### src/rtl/core/pbd_pkg.sv
// ----------------------------------------------------------------------------
// pbd_pkg
// Shared types, constants and the control store of the PID balance drive.
// ----------------------------------------------------------------------------
package pbd_pkg;

  // Widths
  localparam int unsigned STEP_W     = 4;
  localparam int unsigned CFG_IDX_W  = 3;
  localparam int unsigned CFG_DATA_W = 16;
  localparam int unsigned ERR_W      = 17;
  localparam int unsigned DIFF_W     = 18;
  localparam int unsigned ACC_W      = 25;
  localparam int unsigned MUL_A_W    = 34;
  localparam int unsigned MUL_B_W    = 21;
  localparam int unsigned PROD_W     = 55;
  localparam int unsigned SUM_W      = 64;
  localparam int unsigned DVD_W      = 64;
  localparam int unsigned DVS_W      = 20;
  localparam int unsigned CNT_W      = 5;
  localparam int unsigned DRIVE_W    = 9;

  localparam logic [DVS_W-1:0] US_PER_S = 20'd1000000;
  localparam logic signed [DRIVE_W-1:0] DRIVE_MAX = 9'sd255;

  // Divider runs two quotient bits per cycle
  localparam int unsigned DIV_LONG_CYC  = DVD_W / 2;
  localparam int unsigned DIV_SHORT_CYC = 21;
  localparam logic [CNT_W-1:0] DIV_LONG_LAST  = CNT_W'(DIV_LONG_CYC - 1);
  localparam logic [CNT_W-1:0] DIV_SHORT_LAST = CNT_W'(DIV_SHORT_CYC - 1);

  // Register map
  localparam logic [CFG_IDX_W-1:0] REG_SETPOINT  = 3'd0;
  localparam logic [CFG_IDX_W-1:0] REG_GAIN_P    = 3'd1;
  localparam logic [CFG_IDX_W-1:0] REG_GAIN_I    = 3'd2;
  localparam logic [CFG_IDX_W-1:0] REG_GAIN_D    = 3'd3;
  localparam logic [CFG_IDX_W-1:0] REG_INT_LIMIT = 3'd4;
  localparam logic [CFG_IDX_W-1:0] REG_DEAD_BAND = 3'd5;

  localparam logic [15:0] RST_SETPOINT  = 16'd0;
  localparam logic [15:0] RST_GAIN_P    = 16'd7424;
  localparam logic [15:0] RST_GAIN_I    = 16'd51;
  localparam logic [15:0] RST_GAIN_D    = 16'd166;
  localparam logic [15:0] RST_INT_LIMIT = 16'd25856;
  localparam logic [7:0]  RST_DEAD_BAND = 8'd60;

  // Program steps
  localparam logic [STEP_W-1:0] STEP_FETCH    = 4'd0;
  localparam logic [STEP_W-1:0] STEP_MUL_EDT  = 4'd1;
  localparam logic [STEP_W-1:0] STEP_DIV_INT  = 4'd2;
  localparam logic [STEP_W-1:0] STEP_WAIT_INT = 4'd3;
  localparam logic [STEP_W-1:0] STEP_ACC      = 4'd4;
  localparam logic [STEP_W-1:0] STEP_MUL_I    = 4'd5;
  localparam logic [STEP_W-1:0] STEP_MUL_P    = 4'd6;
  localparam logic [STEP_W-1:0] STEP_MUL_D    = 4'd7;
  localparam logic [STEP_W-1:0] STEP_MUL_US   = 4'd8;
  localparam logic [STEP_W-1:0] STEP_DIV_D    = 4'd9;
  localparam logic [STEP_W-1:0] STEP_WAIT_D   = 4'd10;
  localparam logic [STEP_W-1:0] STEP_ADD_D    = 4'd11;
  localparam logic [STEP_W-1:0] STEP_DRIVE    = 4'd12;
  localparam logic [STEP_W-1:0] STEP_OUT      = 4'd13;

  typedef enum logic [2:0] {
    MUL_NONE,
    MUL_ERR_DT,
    MUL_GI_ACC,
    MUL_GP_ERR,
    MUL_GD_DIFF,
    MUL_PROD_US
  } mul_sel_e;

  typedef enum logic [2:0] {
    COND_NEXT,
    COND_IN_WAIT,
    COND_DIV_WAIT,
    COND_DT_ZERO,
    COND_OUT_WAIT,
    COND_JUMP
  } cond_e;

  typedef enum logic [1:0] {
    SUM_NONE,
    SUM_LOAD_PROD,
    SUM_ADD_PROD_SH8,
    SUM_ADD_QUOT
  } sum_op_e;

  typedef struct packed {
    logic              in_ready;
    mul_sel_e          mul_sel;
    logic              div_start;
    logic              div_long;
    logic              acc_upd;
    sum_op_e           sum_op;
    logic              drive_upd;
    logic              out_load;
    cond_e             cond;
    logic [STEP_W-1:0] target;
  } ctrl_t;

  typedef struct packed {
    logic in_valid;
    logic div_busy;
    logic dt_zero;
    logic out_busy;
  } seq_status_t;

  typedef struct packed {
    logic signed [15:0] setpoint;
    logic [15:0]        gain_p;
    logic [15:0]        gain_i;
    logic [15:0]        gain_d;
    logic [15:0]        integral_limit;
    logic [7:0]         dead_band;
  } cfg_t;

  // Control store
  function automatic ctrl_t ucode(input logic [STEP_W-1:0] step);
    ctrl_t c;
    c = '0;
    c.mul_sel = MUL_NONE;
    c.sum_op  = SUM_NONE;
    c.cond    = COND_NEXT;
    c.target  = STEP_FETCH;
    unique case (step)
      STEP_FETCH: begin
        c.in_ready = 1'b1;
        c.cond     = COND_IN_WAIT;
      end
      STEP_MUL_EDT:  c.mul_sel = MUL_ERR_DT;
      STEP_DIV_INT:  c.div_start = 1'b1;
      STEP_WAIT_INT: c.cond = COND_DIV_WAIT;
      STEP_ACC:      c.acc_upd = 1'b1;
      STEP_MUL_I:    c.mul_sel = MUL_GI_ACC;
      STEP_MUL_P: begin
        c.mul_sel = MUL_GP_ERR;
        c.sum_op  = SUM_LOAD_PROD;
      end
      STEP_MUL_D: begin
        c.mul_sel = MUL_GD_DIFF;
        c.sum_op  = SUM_ADD_PROD_SH8;
      end
      STEP_MUL_US: begin
        c.mul_sel = MUL_PROD_US;
        c.cond    = COND_DT_ZERO;
        c.target  = STEP_DRIVE;
      end
      STEP_DIV_D: begin
        c.div_start = 1'b1;
        c.div_long  = 1'b1;
      end
      STEP_WAIT_D: begin
        c.div_long = 1'b1;
        c.cond     = COND_DIV_WAIT;
      end
      STEP_ADD_D:  c.sum_op = SUM_ADD_QUOT;
      STEP_DRIVE:  c.drive_upd = 1'b1;
      STEP_OUT: begin
        c.out_load = 1'b1;
        c.cond     = COND_OUT_WAIT;
        c.target   = STEP_FETCH;
      end
      default: begin
        c.cond   = COND_JUMP;
        c.target = STEP_FETCH;
      end
    endcase
    return c;
  endfunction

endpackage

### src/rtl/core/pbd_divider.sv
// ----------------------------------------------------------------------------
// pbd_divider
// Unsigned restoring divider, two quotient bits per cycle.
// ----------------------------------------------------------------------------
module pbd_divider (
  input  logic                           clk_i,
  input  logic                           rst_ni,
  input  logic                           start_i,
  input  logic                           long_i,
  input  logic [pbd_pkg::DVD_W-1:0]      dividend_i,
  input  logic [pbd_pkg::DVS_W-1:0]      divisor_i,
  output logic                           busy_o,
  output logic [pbd_pkg::DVD_W-1:0]      quot_o
);

  logic                         busy_q, busy_d;
  logic [pbd_pkg::CNT_W-1:0]    cnt_q, cnt_d;
  logic [pbd_pkg::DVS_W-1:0]    rem_q, rem_d;
  logic [pbd_pkg::DVS_W-1:0]    dvs_q, dvs_d;
  logic [pbd_pkg::DVD_W-1:0]    sh_q, sh_d;
  logic [pbd_pkg::DVS_W:0]      st1, st2;

  // Returns {quotient bit, new remainder}
  function automatic logic [pbd_pkg::DVS_W:0] div_step(
    input logic [pbd_pkg::DVS_W-1:0] rem,
    input logic                      bit_in,
    input logic [pbd_pkg::DVS_W-1:0] dvs
  );
    logic [pbd_pkg::DVS_W:0] t;
    logic [pbd_pkg::DVS_W:0] r;
    t = {rem, bit_in};
    if (t >= {1'b0, dvs}) begin
      r = t - {1'b0, dvs};
      return {1'b1, r[pbd_pkg::DVS_W-1:0]};
    end else begin
      return {1'b0, t[pbd_pkg::DVS_W-1:0]};
    end
  endfunction

  assign st1 = div_step(rem_q, sh_q[pbd_pkg::DVD_W-1], dvs_q);
  assign st2 = div_step(st1[pbd_pkg::DVS_W-1:0], sh_q[pbd_pkg::DVD_W-2], dvs_q);

  always_comb begin
    busy_d = busy_q;
    cnt_d  = cnt_q;
    rem_d  = rem_q;
    dvs_d  = dvs_q;
    sh_d   = sh_q;
    if (start_i) begin
      busy_d = 1'b1;
      cnt_d  = long_i ? pbd_pkg::DIV_LONG_LAST : pbd_pkg::DIV_SHORT_LAST;
      rem_d  = '0;
      dvs_d  = divisor_i;
      sh_d   = dividend_i;
    end else if (busy_q) begin
      rem_d = st2[pbd_pkg::DVS_W-1:0];
      sh_d  = {sh_q[pbd_pkg::DVD_W-3:0], st1[pbd_pkg::DVS_W], st2[pbd_pkg::DVS_W]};
      if (cnt_q == '0) begin
        busy_d = 1'b0;
      end else begin
        cnt_d = cnt_q - 1'b1;
      end
    end
  end

  always_ff @(posedge clk_i or negedge rst_ni) begin
    if (!rst_ni) begin
      busy_q <= 1'b0;
      cnt_q  <= '0;
    end else begin
      busy_q <= busy_d;
      cnt_q  <= cnt_d;
    end
  end

  always_ff @(posedge clk_i) begin
    rem_q <= rem_d;
    dvs_q <= dvs_d;
    sh_q  <= sh_d;
  end

  assign busy_o = busy_q;
  assign quot_o = sh_q;

endmodule

### src/rtl/core/pbd_sequencer.sv
// ----------------------------------------------------------------------------
// pbd_sequencer
// Step counter over the control store, with conditional jumps.
// ----------------------------------------------------------------------------
module pbd_sequencer (
  input  logic                  clk_i,
  input  logic                  rst_ni,
  input  pbd_pkg::seq_status_t  status_i,
  output pbd_pkg::ctrl_t        ctrl_o
);

  logic [pbd_pkg::STEP_W-1:0] step_q, step_d;
  logic [pbd_pkg::STEP_W-1:0] step_inc;
  pbd_pkg::ctrl_t             ctrl;

  assign ctrl     = pbd_pkg::ucode(step_q);
  assign step_inc = step_q + 1'b1;

  always_comb begin
    unique case (ctrl.cond)
      pbd_pkg::COND_NEXT:     step_d = step_inc;
      pbd_pkg::COND_IN_WAIT:  step_d = status_i.in_valid ? step_inc : step_q;
      pbd_pkg::COND_DIV_WAIT: step_d = status_i.div_busy ? step_q : step_inc;
      pbd_pkg::COND_DT_ZERO:  step_d = status_i.dt_zero ? ctrl.target : step_inc;
      pbd_pkg::COND_OUT_WAIT: step_d = status_i.out_busy ? step_q : ctrl.target;
      pbd_pkg::COND_JUMP:     step_d = ctrl.target;
      default:                step_d = pbd_pkg::STEP_FETCH;
    endcase
  end

  always_ff @(posedge clk_i or negedge rst_ni) begin
    if (!rst_ni) begin
      step_q <= pbd_pkg::STEP_FETCH;
    end else begin
      step_q <= step_d;
    end
  end

  assign ctrl_o = ctrl;

endmodule

### src/rtl/core/pbd_datapath.sv
// ----------------------------------------------------------------------------
// pbd_datapath
// Error, integral, shared multiplier, term accumulator and drive saturation.
// ----------------------------------------------------------------------------
module pbd_datapath (
  input  logic                              clk_i,
  input  logic                              rst_ni,
  input  pbd_pkg::ctrl_t                    ctrl_i,
  input  pbd_pkg::cfg_t                     cfg_i,
  input  logic                              in_accept_i,
  input  logic signed [15:0]                tilt_angle_i,
  input  logic [15:0]                       delta_us_i,
  input  logic [pbd_pkg::DVD_W-1:0]         quot_i,
  output logic [pbd_pkg::DVD_W-1:0]         dividend_o,
  output logic [pbd_pkg::DVS_W-1:0]         divisor_o,
  output logic                              dt_zero_o,
  output logic signed [pbd_pkg::DRIVE_W-1:0] drive_o
);

  localparam int unsigned QI_W = 22;

  logic signed [pbd_pkg::ERR_W-1:0]   err_q, err_d, prev_err_q;
  logic signed [pbd_pkg::DIFF_W-1:0]  diff_q, diff_d;
  logic [15:0]                        dt_q;
  logic signed [pbd_pkg::ACC_W-1:0]   acc_q, acc_d;
  logic signed [pbd_pkg::PROD_W-1:0]  prod_q, prod_d;
  logic                               quot_neg_q;
  logic signed [pbd_pkg::SUM_W-1:0]   sum_q, sum_d;
  logic signed [pbd_pkg::DRIVE_W-1:0] drive_q, drive_d;

  logic signed [pbd_pkg::MUL_A_W-1:0] mul_a;
  logic signed [pbd_pkg::MUL_B_W-1:0] mul_b;
  logic [pbd_pkg::PROD_W-1:0]         prod_mag;

  logic signed [pbd_pkg::ACC_W+1:0]   acc_step, acc_sum, acc_lim;
  logic signed [pbd_pkg::SUM_W-1:0]   prod_ext, quot_s;
  logic signed [39:0]                 drive_raw;

  // Error and error change, formed as the item is taken
  assign err_d  = {cfg_i.setpoint[15], cfg_i.setpoint} - {tilt_angle_i[15], tilt_angle_i};
  assign diff_d = {err_d[pbd_pkg::ERR_W-1], err_d} - {prev_err_q[pbd_pkg::ERR_W-1], prev_err_q};

  always_comb begin
    case (ctrl_i.mul_sel)
      pbd_pkg::MUL_ERR_DT: begin
        mul_a = {{17{err_q[pbd_pkg::ERR_W-1]}}, err_q};
        mul_b = {5'b0, dt_q};
      end
      pbd_pkg::MUL_GI_ACC: begin
        mul_a = {{9{acc_q[pbd_pkg::ACC_W-1]}}, acc_q};
        mul_b = {5'b0, cfg_i.gain_i};
      end
      pbd_pkg::MUL_GP_ERR: begin
        mul_a = {{17{err_q[pbd_pkg::ERR_W-1]}}, err_q};
        mul_b = {5'b0, cfg_i.gain_p};
      end
      pbd_pkg::MUL_GD_DIFF: begin
        mul_a = {{16{diff_q[pbd_pkg::DIFF_W-1]}}, diff_q};
        mul_b = {5'b0, cfg_i.gain_d};
      end
      pbd_pkg::MUL_PROD_US: begin
        mul_a = prod_q[pbd_pkg::MUL_A_W-1:0];
        mul_b = {1'b0, pbd_pkg::US_PER_S};
      end
      default: begin
        mul_a = '0;
        mul_b = '0;
      end
    endcase
  end

  assign prod_d = mul_a * mul_b;

  // Sign-magnitude division gives truncation toward zero
  assign prod_mag   = prod_q[pbd_pkg::PROD_W-1] ? pbd_pkg::PROD_W'(-prod_q) : prod_q;
  assign dividend_o = ctrl_i.div_long ? {1'b0, prod_mag, 8'b0}
                                      : {prod_mag[33:0], 8'b0, 22'b0};
  assign divisor_o  = ctrl_i.div_long ? {4'b0, dt_q} : pbd_pkg::US_PER_S;
  assign dt_zero_o  = (dt_q == '0);

  // Integral with clamp
  always_comb begin
    acc_step = quot_neg_q ? -$signed({5'b0, quot_i[QI_W-1:0]})
                          :  $signed({5'b0, quot_i[QI_W-1:0]});
    acc_sum  = {{2{acc_q[pbd_pkg::ACC_W-1]}}, acc_q} + acc_step;
    acc_lim  = $signed({3'b0, cfg_i.integral_limit, 8'b0});
    if (acc_sum > acc_lim) begin
      acc_d = pbd_pkg::ACC_W'(acc_lim);
    end else if (acc_sum < -acc_lim) begin
      acc_d = pbd_pkg::ACC_W'(-acc_lim);
    end else begin
      acc_d = pbd_pkg::ACC_W'(acc_sum);
    end
  end

  // Term accumulator
  assign prod_ext = {{9{prod_q[pbd_pkg::PROD_W-1]}}, prod_q};
  assign quot_s   = quot_neg_q ? -$signed(quot_i) : $signed(quot_i);

  always_comb begin
    case (ctrl_i.sum_op)
      pbd_pkg::SUM_LOAD_PROD:    sum_d = prod_ext;
      pbd_pkg::SUM_ADD_PROD_SH8: sum_d = sum_q + (prod_ext <<< 8);
      pbd_pkg::SUM_ADD_QUOT:     sum_d = sum_q + quot_s;
      default:                   sum_d = sum_q;
    endcase
  end

  // Scale down by 2^24 toward zero, then saturate
  always_comb begin
    drive_raw = sum_q[pbd_pkg::SUM_W-1:24]
              + {39'b0, sum_q[pbd_pkg::SUM_W-1] & (|sum_q[23:0])};
    if (drive_raw > 40'sd255) begin
      drive_d = pbd_pkg::DRIVE_MAX;
    end else if (drive_raw < -40'sd255) begin
      drive_d = -pbd_pkg::DRIVE_MAX;
    end else begin
      drive_d = drive_raw[pbd_pkg::DRIVE_W-1:0];
    end
  end

  always_ff @(posedge clk_i or negedge rst_ni) begin
    if (!rst_ni) begin
      prev_err_q <= '0;
      acc_q      <= '0;
    end else begin
      if (in_accept_i) begin
        prev_err_q <= err_d;
      end
      if (ctrl_i.acc_upd) begin
        acc_q <= acc_d;
      end
    end
  end

  always_ff @(posedge clk_i) begin
    if (in_accept_i) begin
      err_q  <= err_d;
      diff_q <= diff_d;
      dt_q   <= delta_us_i;
    end
    if (ctrl_i.mul_sel != pbd_pkg::MUL_NONE) begin
      prod_q <= prod_d;
    end
    if (ctrl_i.div_start) begin
      quot_neg_q <= prod_q[pbd_pkg::PROD_W-1];
    end
    sum_q <= sum_d;
    if (ctrl_i.drive_upd) begin
      drive_q <= drive_d;
    end
  end

  assign drive_o = drive_q;

endmodule

### src/rtl/core/pid_balance_drive.sv
// ----------------------------------------------------------------------------
// pid_balance_drive
// PID balance controller with integral clamp and deadband motor direction.
// ----------------------------------------------------------------------------
// Item accept to result valid is paced mostly by the divider, at two bits per
// cycle: it runs for the integral step and, unless delta_us is zero, for the
// derivative.
// Throughput: one item per program pass, held while the output register is stalled;
// the next item is taken while the previous result waits in the output register.
// Reset: asynchronous, active low; clears integral, previous error, program
// step, output valid and loads the default register values.
module pid_balance_drive (
  input  logic                              clk_i,
  input  logic                              rst_ni,
  // config write
  input  logic                              cfg_valid_i,
  output logic                              cfg_ready_o,
  input  logic [pbd_pkg::CFG_IDX_W-1:0]     cfg_index_i,
  input  logic [pbd_pkg::CFG_DATA_W-1:0]    cfg_data_i,
  // input items
  input  logic                              s_axis_tvalid,
  output logic                              s_axis_tready,
  input  logic [31:0]                       s_axis_tdata,  // tilt_angle[15:0], delta_us[31:16]
  // result items
  output logic                              m_axis_tvalid,
  input  logic                              m_axis_tready,
  output logic [31:0]                       m_axis_tdata   // drive_value[8:0],
                                                           // forward_duty[16:9],
                                                           // backward_duty[24:17]
);

  pbd_pkg::cfg_t         cfg_q;
  pbd_pkg::ctrl_t        ctrl;
  pbd_pkg::seq_status_t  status;

  logic                               in_accept;
  logic                               out_busy;
  logic                               out_load;
  logic                               div_busy;
  logic                               dt_zero;
  logic [pbd_pkg::DVD_W-1:0]          quot;
  logic [pbd_pkg::DVD_W-1:0]          dividend;
  logic [pbd_pkg::DVS_W-1:0]          divisor;
  logic signed [pbd_pkg::DRIVE_W-1:0] drive;

  logic                               out_valid_q, out_valid_d;
  logic [pbd_pkg::DRIVE_W-1:0]        out_drive_q;
  logic [7:0]                         out_fwd_q, out_fwd_d;
  logic [7:0]                         out_bwd_q, out_bwd_d;
  logic signed [pbd_pkg::DRIVE_W:0]   drive_ext, db_ext;
  logic [pbd_pkg::DRIVE_W-1:0]        drive_neg;

  // Configuration registers
  assign cfg_ready_o = 1'b1;

  always_ff @(posedge clk_i or negedge rst_ni) begin
    if (!rst_ni) begin
      cfg_q.setpoint       <= pbd_pkg::RST_SETPOINT;
      cfg_q.gain_p         <= pbd_pkg::RST_GAIN_P;
      cfg_q.gain_i         <= pbd_pkg::RST_GAIN_I;
      cfg_q.gain_d         <= pbd_pkg::RST_GAIN_D;
      cfg_q.integral_limit <= pbd_pkg::RST_INT_LIMIT;
      cfg_q.dead_band      <= pbd_pkg::RST_DEAD_BAND;
    end else if (cfg_valid_i && cfg_ready_o) begin
      unique case (cfg_index_i)
        pbd_pkg::REG_SETPOINT:  cfg_q.setpoint       <= cfg_data_i;
        pbd_pkg::REG_GAIN_P:    cfg_q.gain_p         <= cfg_data_i;
        pbd_pkg::REG_GAIN_I:    cfg_q.gain_i         <= cfg_data_i;
        pbd_pkg::REG_GAIN_D:    cfg_q.gain_d         <= cfg_data_i;
        pbd_pkg::REG_INT_LIMIT: cfg_q.integral_limit <= cfg_data_i;
        pbd_pkg::REG_DEAD_BAND: cfg_q.dead_band      <= cfg_data_i[7:0];
        default: ;
      endcase
    end
  end

  // Handshakes
  assign s_axis_tready = ctrl.in_ready;
  assign in_accept     = s_axis_tvalid && s_axis_tready;
  assign out_busy      = out_valid_q && !m_axis_tready;
  assign out_load      = ctrl.out_load && !out_busy;

  assign status.in_valid = s_axis_tvalid;
  assign status.div_busy = div_busy;
  assign status.dt_zero  = dt_zero;
  assign status.out_busy = out_busy;

  pbd_sequencer u_seq (
    .clk_i    (clk_i),
    .rst_ni   (rst_ni),
    .status_i (status),
    .ctrl_o   (ctrl)
  );

  pbd_datapath u_dp (
    .clk_i        (clk_i),
    .rst_ni       (rst_ni),
    .ctrl_i       (ctrl),
    .cfg_i        (cfg_q),
    .in_accept_i  (in_accept),
    .tilt_angle_i (s_axis_tdata[15:0]),
    .delta_us_i   (s_axis_tdata[31:16]),
    .quot_i       (quot),
    .dividend_o   (dividend),
    .divisor_o    (divisor),
    .dt_zero_o    (dt_zero),
    .drive_o      (drive)
  );

  pbd_divider u_div (
    .clk_i      (clk_i),
    .rst_ni     (rst_ni),
    .start_i    (ctrl.div_start),
    .long_i     (ctrl.div_long),
    .dividend_i (dividend),
    .divisor_i  (divisor),
    .busy_o     (div_busy),
    .quot_o     (quot)
  );

  // Deadband direction select
  assign drive_ext = {drive[pbd_pkg::DRIVE_W-1], drive};
  assign db_ext    = $signed({2'b0, cfg_q.dead_band});
  assign drive_neg = -drive;

  always_comb begin
    out_fwd_d = '0;
    out_bwd_d = '0;
    if (drive_ext > db_ext) begin
      out_fwd_d = drive[7:0];
    end else if (drive_ext < -db_ext) begin
      out_bwd_d = drive_neg[7:0];
    end
  end

  always_comb begin
    out_valid_d = out_valid_q;
    if (out_load) begin
      out_valid_d = 1'b1;
    end else if (m_axis_tready) begin
      out_valid_d = 1'b0;
    end
  end

  always_ff @(posedge clk_i or negedge rst_ni) begin
    if (!rst_ni) begin
      out_valid_q <= 1'b0;
    end else begin
      out_valid_q <= out_valid_d;
    end
  end

  always_ff @(posedge clk_i) begin
    if (out_load) begin
      out_drive_q <= drive;
      out_fwd_q   <= out_fwd_d;
      out_bwd_q   <= out_bwd_d;
    end
  end

  assign m_axis_tvalid = out_valid_q;
  assign m_axis_tdata  = {7'b0, out_bwd_q, out_fwd_q, out_drive_q};

endmodule

### config.mk
export PLATFORM = sky130hd
export DESIGN_NAME = pid_balance_drive
export DESIGN_NICKNAME = d
export VERILOG_FILES = /design/src/rtl/core/pbd_pkg.sv /design/src/rtl/core/pbd_divider.sv /design/src/rtl/core/pbd_sequencer.sv /design/src/rtl/core/pbd_datapath.sv /design/src/rtl/core/pid_balance_drive.sv
export SDC_FILE = /design/constraint.sdc
export NUM_CORES = 2
export LEC_CHECK = 0
export BUFFER_PORTS_ARGS = -buffer_cell sky130_fd_sc_hd__buf_2
export CORE_ASPECT_RATIO = 2
export CORE_MARGIN = 2
export CORE_UTILIZATION = 40
export CTS_CLUSTER_SIZE = 16
export DETAILED_ROUTE_END_ITERATION = 6
export GPL_TIMING_DRIVEN = 0
export PLACE_DENSITY = 0.63
export REMOVE_ABC_BUFFERS = 1
export SLEW_MARGIN = 20
export SYNTH_ARGS = -nofsm -noshare
export SYNTH_HDL_FRONTEND = slang
export SYNTH_SLANG_ARGS = --single-unit
### constraint.sdc
create_clock -name clk_i -period 13 [get_ports clk_i]
set_input_delay 0.65 -clock clk_i [delete_from_list [all_inputs] [get_ports clk_i]]
set_output_delay 0.65 -clock clk_i [all_outputs]
set_load 0.01 [all_outputs]
==> impl_metrics.toml <==
[clocking]
insertion_delay_ns = 0.66
cts_buffers = 45
cts_root_buf = "clkbuf_16"
cts.sinks = 447
cts_tree = "yes"
htree_levels = 2
clockBufferDepth = 3
clkTransAtPathRegs_ns = 0.07
postCtsSetupRepairBufs = 0

[power_and_ir_drop]
power_frac_seq_pct = 17.6
leakage_nw = 28.9
p_clk_share_pct = 8.0
pwr-share-comb_pct = 74.4
power.total_mw = 19.1
swShare_pct = 55.0
vdd.ir_drop.worst_v = 0.000176
p_per_area_nw_per_um2 = 302
switching_power_mw = 10.5
p_int_mw = 8.58

[critical_path]
worstPathArrival_ns = 12.89
crit_fanout = 18
slowest_delay_ns = 0.92
path_class = "flop to flop"
cpMaxStageDelayCell = "and2_1"
worstPathRequired_ns = 13.37
r2r_slack_ns = 0.48
r2r_start = "u_seq.step_q[1]"
crit_path_start_kind = "flop"
cp-end-kind = "flop"
reg2reg_depth = 30
r2r-end = "u_dp.prod_q[53]"

[synthesis]
syn_inst = 6425
synth_largest_area_cell = "fa_1"
synth_top_area_share_pct = 22.4
avgSynthCellArea_um2 = 9.02
synth_top_flop_cell = "edfxtp_1"
synth-simple-area-share_pct = 13.9
synthMuxAreaShare_pct = 2.69
synthesis.area_um2 = 58000
synthTopCellsByArea = "fa_1 (22%), edfxtp_1 (15%), ha_1 (9.2%)"
synth-compound-area-share_pct = 15.5
synth-edff-count = 286
ys_async_sr_fraction_pct = 31.5
synth_seq_area_share_pct = 21.6
synth_fa_ha_area_share_pct = 31.6
synth_cell_types = 95
synth_top_family_by_area = "adder cells"
synth-seq-cells = 447
yosysWarnings = 0
synth-xor-area-share_pct = 6.28

[die]
fp.dieH_um = 542
rows = 197
boundaryPins = 91
dieWidth_um = 273
coreArea_um2 = 144000
design.die.area_um2 = 148000
start_util_pct = 40.3

[hold_path]
whs_path_depth = 1
hold_path.class = "input port to flop"
hold_start = "s_axis_tdata[18]"
hold_end = "u_dp.dt_q[2]"

[grt]
grt_max_degree = 84
grtUsageTotal_pct = 28.5
antenna_found_initial = 5
grt_pass1_vias = 51800
grt_overflow = 0
grt_pass1_wl_mm = 314

[routing]
drt_iter0_drc = 3178
detail_route.vias_per_cell = 5.84
drt-pass1-iter-count = 6
dr_total_vias = 48600
drc = 0
wl_per_cell_um = 25.3
wl_mm = 210
ant_nets = 0

[finish]
final_area_um2 = 63100
areaGrowthSynthToFinish_pct = 8.84
layout-drive-gt1-share_pct = 7.88
fin_util_pct = 43.8
nets = 7517

[timing]
setup_viol = 0
slew_violations = 0
achievable-frequency_mhz = 79.9
tns_ns = 0
clock_skew_ns = 0.0380
slew_headroom_pct = 22.7
setup_slack_ns = 0.478
period_minus_slack_ns = 12.52
worst_pin_slew_ns = 1.16
rsz0062_at_grt = "no"
hold_viol_final = 0
fin_crit_sh_pct = 96.3

[place]
portBuffers = 82
pre_cts_ws_ns = 0.603
dpl_cell_area_um2 = 61400
gp_congestion = 0.975
dp_hpwl_mm = 170

[run]
maxCapViolCount = 0

[outcome]
status = "completed"
[power groups by stage]
stage / clock network (mW) / registers, mW / logic (mW)
2_1_floorplan: 0 / 2.77 / 9.75
3_3_place_gp: 0 / 3.37 / 13.3
3_5_place_dp: 0 / 3.33 / 13.9
4_1_cts: 1.53 / 3.30 / 14.0
5_1_grt: 1.58 / 3.35 / 15.6
6_report: 1.52 / 3.36 / 14.2
[timing repair]
item                       4_1_cts  5_1_grt
resized for setup                0        0
setup endpoints to repair        0        0
hold buffers                     1        0
hold endpoints to repair        52        0
[registers in the layout, summed over array words and instances, names as in the netlist]
name	cells
u_dp.sum_q	64
u_div.rem_q	20
u_dp.prev_err_q	17
u_dp.acc_q	25
m_axis_tvalid	1
u_div.quot_o	64
u_div.dvs_q	17
out_bwd_q	8
out_drive_q	9
u_div.cnt_q	5
u_dp.err_q	17
u_dp.dt_q	16
u_div.busy_o	1
u_dp.drive_o	9
u_seq.step_q	4
u_dp.quot_neg_q	1
cfg_q	88
out_fwd_q	8
u_dp.prod_q	55
u_dp.diff_q	18
[final cells by class]
class	instances	area [um2]
diodes	4	10.0
clock buffers	57	1240
clock inverters	27	412
fillers	14000	80800
inverters	1009	3790
multi-input cells	4708	41100
flip-flops and latches	447	12500
well taps	1890	2360
repair buffers	174	1610
[cells by family (layout without fill, tap and decap cells)]
| group | Yosys count | after routing |
|---|---|---|
| buffers and inverters | 1277 | 1267 |
| AO/OA/AOI/OAI | 1349 | 1349 |
| multiplexers | 143 | 143 |
| adder cells (fa/ha/maj) | 1076 | 1076 |
| AND/OR/NAND/NOR | 1715 | 1715 |
| other | 2 | 13 |
| XOR/XNOR | 416 | 416 |
| flip-flops | 447 | 447 |
[layer usage]
layer | vias up | GRT usage, % | share of wire (%)
li1 | 21700 | - | -
met1 | 24300 | 26.4 | 31
met2 | 1782 | 53.3 | 53
met3 | 841 | 3.57 | 4.8
met4 | 6 | 26.6 | 11
met5 | - | 0 | 0.019
[worst max path at each step]
stage | from | endpoint | cells after the start
2_1_floorplan | u_seq.step_q[1] | u_dp.prod_q[54] | 27
3_3_place_gp | u_seq.step_q[1] | u_dp.prod_q[53] | 24
3_5_place_dp | u_seq.step_q[1] | u_dp.prod_q[54] | 31
4_1_cts | u_seq.step_q[1] | u_dp.prod_q[54] | 31
5_1_grt | u_seq.step_q[1] | u_dp.prod_q[53] | 30
6_report | u_seq.step_q[1] | u_dp.prod_q[53] | 30
[cells in the final DEF, fill, tap and decap left out, types with 60 or more instances in the layout]
master | synthesis | routed
a21oi_1 | 305 | 303
and2_1 | 62 | 60
nand2_1 | 637 | 630
nand3_1 | 89 | 89
nor3_1 | 83 | 80
inv_1 | 1007 | 1006
o21ai_0 | 302 | 299
xnor2_1 | 269 | 269
ha_1 | 427 | 427
fa_1 | 649 | 648
buf_2 | 6 | 92
edfxtp_1 | 286 | 286
nor2_1 | 450 | 446
nand4_1 | 65 | 65
dfrtp_1 | 121 | 120
nand2b_1 | 67 | 67
mux2_2 | 101 | 101
a21o_1 | 138 | 138
xor2_1 | 147 | 147
[critical path: cells and delay by family (launching register included)]
family                   cells  cell delay (ns)
adder cells (fa/ha/maj)      9             4.67
AO/OA/AOI/OAI                6             3.37
AND/OR/NAND/NOR              7             2.95
buffers and inverters        7             0.58
flip-flops                   1             0.42
XOR/XNOR                     1             0.19
[stage by stage]
stage	hold WS [ns]	cells
2_1_floorplan	0.354	6164
3_3_place_gp	0.473	8136
3_5_place_dp	0.489	8226
4_1_cts	0.150	8311
5_1_grt	0.151	8314
6_report	0.172	8316
[synth_stat cells, drive strengths merged (23+ instances only)]
cell and instances:
inv 1008, fa 649, nand2 638, nor2 450, ha 427, o21ai 319, a21oi 305, edfxtp 286
xnor2 269, clkbuf 237, xor2 147, a21o 138, dfrtp 121, mux2 101, nand3 89, nor3 83
nand2b 71, nand4 65, and2 63, a211oi 49, o31ai 49, a221oi 44, and3 44, mux2i 42
nor2b 42, a221o 40, nor4 40, o211ai 39, o21a 38, a22o 37, o21bai 36, a22oi 32
buf 31, o221ai 31, or4 31, or2 28, o41ai 25, or3 25, a31oi 23
Note: power is estimated with default switching activity, not from simulation.
